`src/design/spq_pkg.sv`:
```
// ----------------------------------------------------------------------------
// spq_pkg
// Shared types and codes for the stable priority queue cell chain.
// ----------------------------------------------------------------------------
package spq_pkg;

  localparam int unsigned DepthDefault = 16;
  localparam int unsigned ValueWidth   = 32;
  localparam int unsigned PrioWidth    = 16;
  localparam int unsigned StatusWidth  = 2;
  localparam int unsigned FillWidth    = 5;

  typedef enum logic {
    OP_INSERT  = 1'b0,
    OP_EXTRACT = 1'b1
  } op_e;

  typedef enum logic [StatusWidth-1:0] {
    ST_OK    = 2'd0,
    ST_EMPTY = 2'd1,
    ST_FULL  = 2'd2
  } status_e;

  typedef struct packed {
    logic signed [ValueWidth-1:0] value;
    logic        [PrioWidth-1:0]  prio;
  } entry_t;

  typedef struct packed {
    logic   insert;
    logic   extract;
    entry_t word;
  } cmd_t;

endpackage

```
`src/design/spq_cell.sv`:
```
// ----------------------------------------------------------------------------
// spq_cell
// One slot of the sorted chain: compares its entry against the incoming
// priority and keeps, takes the new word, or shifts from a neighbor.
// ----------------------------------------------------------------------------
module spq_cell (
  input  logic           clk_i,
  input  spq_pkg::cmd_t  cmd_i,
  input  logic           occupied_i,
  input  logic           prev_after_i,
  input  spq_pkg::entry_t prev_entry_i,
  input  spq_pkg::entry_t next_entry_i,
  output logic           after_o,
  output spq_pkg::entry_t entry_o
);

  spq_pkg::entry_t entry_q, entry_d;

  assign after_o = occupied_i && (entry_q.prio <= cmd_i.word.prio);
  assign entry_o = entry_q;

  always_comb begin
    entry_d = entry_q;
    if (cmd_i.insert && !after_o) begin
      entry_d = prev_after_i ? cmd_i.word : prev_entry_i;
    end else if (cmd_i.extract) begin
      entry_d = next_entry_i;
    end
  end

  always_ff @(posedge clk_i) begin
    entry_q <= entry_d;
  end

endmodule

```
`src/design/stable_priority_queue_unit.sv`:
```
// ----------------------------------------------------------------------------
// stable_priority_queue_unit
// Sorted priority queue built as a chain of compare-and-shift cells.
// ----------------------------------------------------------------------------
// One word is taken in every clock cycle: busy stays low, so start may be
// held high back to back. Each word gives exactly one result in the cycle after
// it is taken, shown for one cycle with done_o; the receiver cannot stall it.
// Every cell does its single compare-and-shift step at once. Entries of equal
// priority leave in arrival order. An insert into a full queue returns the
// full status and leaves the queue as it was; an extract from an empty queue
// returns the empty status.
module stable_priority_queue_unit #(
  parameter int unsigned DEPTH = spq_pkg::DepthDefault
) (
  input  logic                                  clk_i,
  input  logic                                  rst_ni,
  input  logic                                  start,
  output logic                                  busy,
  input  logic                                  operation_i,
  input  logic signed [spq_pkg::ValueWidth-1:0] item_value_i,
  input  logic        [spq_pkg::PrioWidth-1:0]  item_priority_i,
  output logic                                  done_o,
  output logic [spq_pkg::StatusWidth-1:0]       status_o,
  output logic signed [spq_pkg::ValueWidth-1:0] out_value_o,
  output logic        [spq_pkg::PrioWidth-1:0]  out_priority_o,
  output logic [spq_pkg::FillWidth-1:0]         fill_count_o
);

  localparam int unsigned CntWidth = $clog2(DEPTH + 1);

  logic                  accept;
  logic                  full, empty;
  logic                  do_insert, do_extract;
  logic [CntWidth-1:0]   count_q, count_d;
  logic [CntWidth+spq_pkg::FillWidth-1:0] count_wide;
  spq_pkg::cmd_t         cmd;
  spq_pkg::entry_t       cell_entry [DEPTH];
  logic [DEPTH-1:0]      cell_after;

  logic                  done_q;
  spq_pkg::status_e      status_q, status_d;
  spq_pkg::entry_t       out_q, out_d;
  logic [spq_pkg::FillWidth-1:0] fill_q;

  assign busy   = 1'b0;
  assign accept = start && !busy;
  assign full   = (count_q == CntWidth'(DEPTH));
  assign empty  = (count_q == '0);

  assign do_insert  = accept && (operation_i == spq_pkg::OP_INSERT) && !full;
  assign do_extract = accept && (operation_i == spq_pkg::OP_EXTRACT) && !empty;

  assign cmd.insert     = do_insert;
  assign cmd.extract    = do_extract;
  assign cmd.word.value = item_value_i;
  assign cmd.word.prio  = item_priority_i;

  for (genvar i = 0; i < DEPTH; i++) begin : g_cell
    logic            prev_after;
    spq_pkg::entry_t prev_entry;
    spq_pkg::entry_t next_entry;

    if (i == 0) begin : g_head
      assign prev_after = 1'b1;
      assign prev_entry = cmd.word;
    end else begin : g_body
      assign prev_after = cell_after[i-1];
      assign prev_entry = cell_entry[i-1];
    end

    if (i == DEPTH - 1) begin : g_tail
      assign next_entry = cell_entry[i];
    end else begin : g_mid
      assign next_entry = cell_entry[i+1];
    end

    spq_cell u_cell (
      .clk_i        (clk_i),
      .cmd_i        (cmd),
      .occupied_i   (count_q > CntWidth'(i)),
      .prev_after_i (prev_after),
      .prev_entry_i (prev_entry),
      .next_entry_i (next_entry),
      .after_o      (cell_after[i]),
      .entry_o      (cell_entry[i])
    );
  end

  always_comb begin
    count_d  = count_q;
    status_d = spq_pkg::ST_OK;
    out_d    = '0;
    if (accept) begin
      case (operation_i)
        spq_pkg::OP_INSERT: begin
          if (full) begin
            status_d = spq_pkg::ST_FULL;
          end else begin
            count_d = count_q + CntWidth'(1);
          end
        end
        spq_pkg::OP_EXTRACT: begin
          if (empty) begin
            status_d = spq_pkg::ST_EMPTY;
          end else begin
            count_d = count_q - CntWidth'(1);
            out_d   = cell_entry[0];
          end
        end
        default: begin
          status_d = spq_pkg::ST_OK;
        end
      endcase
    end
  end

  assign count_wide = {{spq_pkg::FillWidth{1'b0}}, count_d};

  always_ff @(posedge clk_i or negedge rst_ni) begin
    if (!rst_ni) begin
      count_q <= '0;
      done_q  <= 1'b0;
    end else begin
      count_q <= count_d;
      done_q  <= accept;
    end
  end

  always_ff @(posedge clk_i) begin
    status_q <= status_d;
    out_q    <= out_d;
    fill_q   <= count_wide[spq_pkg::FillWidth-1:0];
  end

  assign done_o         = done_q;
  assign status_o       = status_q;
  assign out_value_o    = out_q.value;
  assign out_priority_o = out_q.prio;
  assign fill_count_o   = fill_q;

`ifndef SYNTHESIS
  a_count_bound: assert property (@(posedge clk_i) disable iff (!rst_ni)
    count_q <= CntWidth'(DEPTH))
    else $error("entry count above depth");

  a_done_follows: assert property (@(posedge clk_i) disable iff (!rst_ni)
    accept |=> done_o)
    else $error("result strobe missing after accepted word");

  a_insert_grows: assert property (@(posedge clk_i) disable iff (!rst_ni)
    do_insert |=> count_q == $past(count_q) + CntWidth'(1))
    else $error("insert did not grow the queue");

  a_head_sorted: assert property (@(posedge clk_i) disable iff (!rst_ni)
    count_q >= CntWidth'(2) |-> cell_entry[0].prio <= cell_entry[1].prio)
    else $error("head entries out of order");

  a_empty_status: assert property (@(posedge clk_i) disable iff (!rst_ni)
    accept && (operation_i == spq_pkg::OP_EXTRACT) && empty
      |=> status_o == spq_pkg::ST_EMPTY && fill_count_o == '0)
    else $error("extract on empty queue misreported");
`endif

endmodule

```
`config.mk`:
```
export PLATFORM = sky130hd
export DESIGN_NAME = stable_priority_queue_unit
export DESIGN_NICKNAME = d
export VERILOG_FILES = /design/src/design/spq_pkg.sv /design/src/design/spq_cell.sv /design/src/design/stable_priority_queue_unit.sv
export SDC_FILE = /design/constraint.sdc
export NUM_CORES = 2
export LEC_CHECK = 0
export BUFFER_PORTS_ARGS = -buffer_cell sky130_fd_sc_hd__buf_2
export CAP_MARGIN = 20
export CORE_ASPECT_RATIO = 0.9
export CORE_MARGIN = 2
export CORE_UTILIZATION = 62
export CTS_BUF_LIST = sky130_fd_sc_hd__clkbuf_4 sky130_fd_sc_hd__clkbuf_8 sky130_fd_sc_hd__clkbuf_16
export DETAILED_ROUTE_END_ITERATION = 16
export HOLD_SLACK_MARGIN = 0.06
export PLACE_DENSITY = 0.87
export SYNTH_ARGS = -nofsm -noshare
export SYNTH_HDL_FRONTEND = slang
export SYNTH_SLANG_ARGS = --single-unit
```
`constraint.sdc`:
```
create_clock -name clk_i -period 13.2 [get_ports clk_i]
set_input_delay 1.98 -clock clk_i [delete_from_list [all_inputs] [get_ports clk_i]]
set_output_delay 1.98 -clock clk_i [all_outputs]
set_load 0.005 [all_outputs]
```
# Word-level counts from Yosys, hierarchy flattened
# Index checks and enable logic that the tools add are counted.
# word_totals
ff_bits	829
input_bits	52
output_inout_bits	57
wordCells	198
# op_classes
addsub	2
magnitude_cmp	32
eq_ne	1
muxes	52
bitwise	2
n_reduce_logical	71
# op_table
cell	n
48-bit 2-to-1 mux	45
16-bit less-or-equal comparator	16
5-bit by 4-bit greater-than comparator with 1-bit output, second input constant	8
1-bit logical AND	36
2-bit nonzero test	15
5-bit by 3-bit greater-than comparator with 1-bit output, second input constant	4
1-bit zero test	18
5-bit 2-to-1 mux	3
5-bit by 1-bit greater-than comparator with 1-bit output, second input constant	2
5-bit by 2-bit greater-than comparator with 1-bit output, second input constant	2
5-bit case mux with 2 select lines	1
5-bit by 1-bit adder with 5-bit output, second input constant	1
5-bit equality test, second input constant	1
5-bit zero test	1
5-bit by 1-bit subtractor with 5-bit output, second input constant	1
2-bit case mux with 2 select lines	1
3-bit OR reduction	1
2-bit 2-to-1 mux	1
1-bit NOT	2
1-bit 2-to-1 mux	1

# Depth between registers and ports, before layout
# depth
depth_word	5
ltp_mapped	14
ltp_nobuf	9

# Modules after synthesis
# From an unflattened synthesis, not the netlist that was laid out.
# hier_totals
cells_unflattened	3715
hier_area_um2	51104.0
# modules_own_cells
module	instances	cells_each	area_per_inst_um2
spq_cell (g_cell[0].u_cell ...)	11	220	3064.2
spq_cell (g_cell[5].u_cell ...)	5	220	3061.7
stable_priority_queue_unit	1	195	2089.5

# Least setup slack after synthesis
# OpenSTA, ideal clock, no wires.
# synth_timing
kind	input-to-reg
startpoint	input port item_priority_i[13] in the netlist's numbering
endpoint	register g_cell[10].u_cell.entry_q, in the netlist g_cell[10].u_cell.entry_o[0] (enable)
setup_ps	520
arrival_ps	7797
path_slack_ps	4883
path_stages	11
path_buffers	4
path_cell_list	clkbuf_1 clkbuf_1 inv_1 ha_1 nand4_1 or4_1 a21oi_1 o31ai_2 buf_2 buf_4 o21ai_0
# synth_via
elab_chain_cells	5
# synth_rtl
item	line_no	text
from (decl)	stable_priority_queue_unit.sv:21	input logic [spq_pkg::PrioWidth-1:0] item_priority_i,
16-bit less-or-equal comparator	spq_cell.sv:19	assign after_o = occupied_i && (entry_q.prio <= cmd_i.word.prio);
1-bit logical AND	spq_cell.sv:19	
1-bit zero test	spq_cell.sv:24	if (cmd_i.insert && !after_o) begin
1-bit logical AND	spq_cell.sv:24	
2-bit nonzero test (no line)	--	
to (signal assigned)	spq_cell.sv:32	entry_q <= entry_d;
to (decl)	spq_cell.sv:17	spq_pkg::entry_t entry_q, entry_d;
# No other way between the ends.
# A chain may end at the register's enable or synchronous reset.

# Worst setup path in the final report
# layout_timing
startpoint	input port item_priority_i[15] in the netlist's numbering
endpoint	register g_cell[13].u_cell.entry_q, in the netlist g_cell[13].u_cell.entry_o[45] (enable)
# layout_via
elab_chain_cells	5
# layout_rtl
item	line_no
16-bit less-or-equal comparator	spq_cell.sv:19
1-bit logical AND	spq_cell.sv:19
1-bit zero test	spq_cell.sv:24
1-bit logical AND	spq_cell.sv:24
2-bit nonzero test (no line)	--
to (signal assigned)	spq_cell.sv:32
to (decl)	spq_cell.sv:17
# No other way between the ends.

==> results.tsv <==
stage	metric	value	unit
global_route	first-pass GRT wire length	209	mm
cells_and_area	Filler cells	5058	
floorplanning	io pins	109	
placement	Post-Place Cells	5079	
worst_setup_path	worst path required time	13.51	ns
clocking	clock buffer depth	3	
route	drt initial violations	4936	
flow_run	max_cap viols	0	
route	DR pass1 iterations	7	
synthesis	Cells after Synth	4269	
synthesis	Post-synth EDFFs	768	
route	via count	35900	
clocking	H-tree Lvls	3	
global_route	vias in the first global route	34800	
worst_setup_path	CP max FO	44	
hold_path	worst hold path class	flop to flop	
power_and_ir_drop	Peak supply drop	0.000192	V
clocking	Post-CTS Setup Bufs	0	
clocking	clk_lat worst skew	0.71	ns
cells_and_area	Layout area overhead	9.01	%
worst_setup_path	Max stage delay on crit path	0.76	ns
global_route	GRT overflow	0	
worst_setup_path	CP max stage cell	nand2b_2	
synthesis	YS warnings	0	
worst_setup_path	Worst Setup End Kind	flop	
clocking	Post-CTS Hold Fix Bufs	0	
clocking	TritonCTS clock tree	done	
sta	Tmin final	5.97	ns
sta	Fmax	167	MHz
floorplanning	die height	262	um
worst_setup_path	crit start category	primary input	
placement	DP Wirelength	87.4	mm
sta	Slew HR	0.185	
synthesis	sequential share of the synthesized area	0.530	
route	Vias/cell	6.84	
floorplanning	Die W	291	um
placement	number of I/O port buffers	107	
synthesis	synth unique cells	68	
floorplanning	initial core utilization	0.627	
route	drt wl/cell	26.8	um
floorplanning	Core Region	0.0732	mm^2
sta	Worst Tran Pin Value	1.22	ns
synthesis	ys flop type	edfxtp_1	
sta	unrepaired setup endpoints after global routing	no	
cells_and_area	layout cell share with drive strength beyond 1	0.109	
global_route	initial antenna violation count	4	
outcome	outcome	completed	
clocking	clock-pin slew on the worst setup and hold paths	0.06	ns
synthesis	Synth area leaders	edfxtp_1 (50%), mux2i_1 (12%), ha_1 (7.1%)	
clocking	cts repair resizes	0	
synthesis	Synth Register Bits	829	
placement	GP Congestion	1.07	
sta	worst hold margin	0.476	ns
cells_and_area	final std cells w/o fill	5243	
synthesis	Synthesized Nets	4582	
global_route	gr usage total	0.361	
route	DRC	0	
sta	max-slew violation count	0	
synthesis	top post-synthesis cells by count	edfxtp_1 (768), nand2_1 (559), mux2i_1 (528), nor2_1 (517), a21oi_1 (449)	
synthesis	post-synth top area share	0.503	
synthesis	top-count cell post-synth	edfxtp_1	
sta	setup violators final	0	
worst_setup_path	Critical Path AT	6.29	ns
clocking	CTS Sinks	829	
route	total wire length	141	mm
sta	setup TNS	0	ns
worst_setup_path	critical path type	primary input to flop	
power_and_ir_drop	power per cell area	232	mW/mm^2
cells_and_area	NumNets Final	4521	
synthesis	Post-synth ARST share	0.00724	
worst_setup_path	CP Cell Sequence	buf_2 > inv_1 > ha_1 > nand4_1 > nor4_1 > o21ai_0 > a31oi_4 > and2_4 > nand2b_2 > buf_4	
clocking	CTS Root Cell	clkbuf_16	
sta	clock skew	0.0404	ns
sta	post-route clock period utilization	0.452	
route	Antenna Nets Post-Route	0	
power_and_ir_drop	Leak Pwr	20.6	nW
floorplanning	die area	0.0762	mm^2
sta	Fin. Hold Viols	0	
synthesis	Yosys top cell by area	edfxtp_1	
floorplanning	# rows	94	
clocking	total CTS buffers	86	
global_route	largest net degree at the start of global routing	73	
synthesis	mapped cell area	0.0459	mm^2
synthesis	syn avg cell area	10.7	um^2
-- flip-flops by register name, indices dropped and copies added (netlist names) --
name                   cells
out_value_o               32
done_o                     1
out_priority_o            16
count_q                    5
status_o                   2
fill_count_o               5
g_cell.u_cell.entry_o    768
-- layout make-up --
| class | instances | area (um^2) | share of cell area |
|---|---|---|---|
| Sequential cell | 829 | 24300 | 0.486 |
| Multi-Input combinational cell | 3077 | 20300 | 0.406 |
| Clock buffer | 119 | 2430 | 0.0486 |
| Tap cell | 960 | 1200 | 0.0240 |
| Timing Repair Buffer | 170 | 1020 | 0.0203 |
| Clock inverter | 43 | 549 | 0.0110 |
| Inverter | 44 | 165 | 0.00330 |
| Antenna cell | 1 | 2.50 | 0.0000501 |
-- placed cells by master, fill, tap and decap left out, types with 7 or more instances in the layout --
| master | n |
|---|---|
| clkinv_1 | 9 |
| clkinv_2 | 14 |
| mux2_1 | 9 |
| bufinv_16 | 9 |
| edfxtp_1 | 768 |
| nand2_2 | 7 |
| a21o_1 | 12 |
| inv_1 | 44 |
| nand4_1 | 43 |
| a21oi_4 | 8 |
| ha_1 | 261 |
| nor4_1 | 11 |
| o211ai_1 | 9 |
| dfxtp_1 | 55 |
| o21ai_0 | 76 |
| nor2_1 | 513 |
| a31oi_1 | 149 |
| buf_4 | 62 |
| nand2b_2 | 7 |
| mux2i_1 | 528 |
| a21oi_1 | 441 |
| o21ai_1 | 149 |
| nor3_1 | 26 |
| mux2_2 | 86 |
| clkbuf_4 | 28 |
| clkbuf_16 | 86 |
| nand3_1 | 11 |
| nand2b_1 | 9 |
| or4_1 | 8 |
| and2_1 | 49 |
| nand2_1 | 550 |
| nor2b_1 | 13 |
| buf_2 | 107 |
-- path summary, 6_finish.rpt --
kind	start	cells after the start	end	slack (ns)
min reg2reg	g_cell[0].u_cell.entry_o[42]	1	out_value_o[26]	0.48
max in group asynchronous	rst_ni	1	count_q[3]	11.94
min	g_cell[0].u_cell.entry_o[42]	1	out_value_o[26]	0.48
min in group asynchronous	rst_ni	1	count_q[2]	1.11
max reg2reg	g_cell[1].u_cell.entry_o[15]	9	g_cell[2].u_cell.entry_o[46]	8.80
max	item_priority_i[15]	10	g_cell[13].u_cell.entry_o[45]	7.23
-- critical path, delay by kind of cell --
kind / cells / cell delay, ns
adders and majority gates: 1 / 0.48
buffers and inverters: 3 / 1.27
and+or+nand+nor: 4 / 1.98
AOI/OAI and AO/OA: 2 / 0.44
-- where the power goes --
part	leakage [nW]	switching, mW	total [mW]	internal [mW]
logic	11.3	2.95	4.52	1.58
registers	7.83	0.528	4.50	3.97
clock network	1.49	1.10	2.59	1.49
total	20.6	4.58	11.6	7.03
-- kinds of logic (layout without fill, tap and decap cells) --
logic type	Yosys count	count (layout)	share of synthesized area
simple gates	1283	1283	0.116
compound gates	908	908	0.109
flops	829	829	0.530
mux	623	623	0.139
buf+inv	363	376	0.0347
fa+ha+maj	261	261	0.0712
other cells	1	2	0.0000818
xor+xnor	1	1	0.000191
-- metal layers --
| layer | vias to the layer above | GRT usage | share of wire |
|---|---|---|---|
| met1 | 17100 | 0.478 | 0.37 |
| met4 | 2 | 0.195 | 0.058 |
| met2 | 2716 | 0.551 | 0.43 |
| li1 | 15500 | - | - |
| met3 | 535 | 0.0953 | 0.14 |
| met5 | - | 0 | 0.00011 |
-- through the flow --
stage | area [um^2] | power [mW] | setup slack, ns | util
after CTS | 50000 | 11.4 | 7.14 | 0.683
after global routing | 50000 | 12.0 | 7.01 | 0.683
final | 50000 | 11.6 | 7.23 | 0.683
after floorplan | 45900 | 7.41 | 4.88 | -
after global placement | 47000 | 8.60 | 6.54 | 0.642
after detailed placement | 47000 | 8.82 | 6.44 | 0.642
Note: power is estimated with default switching activity, not from simulation.
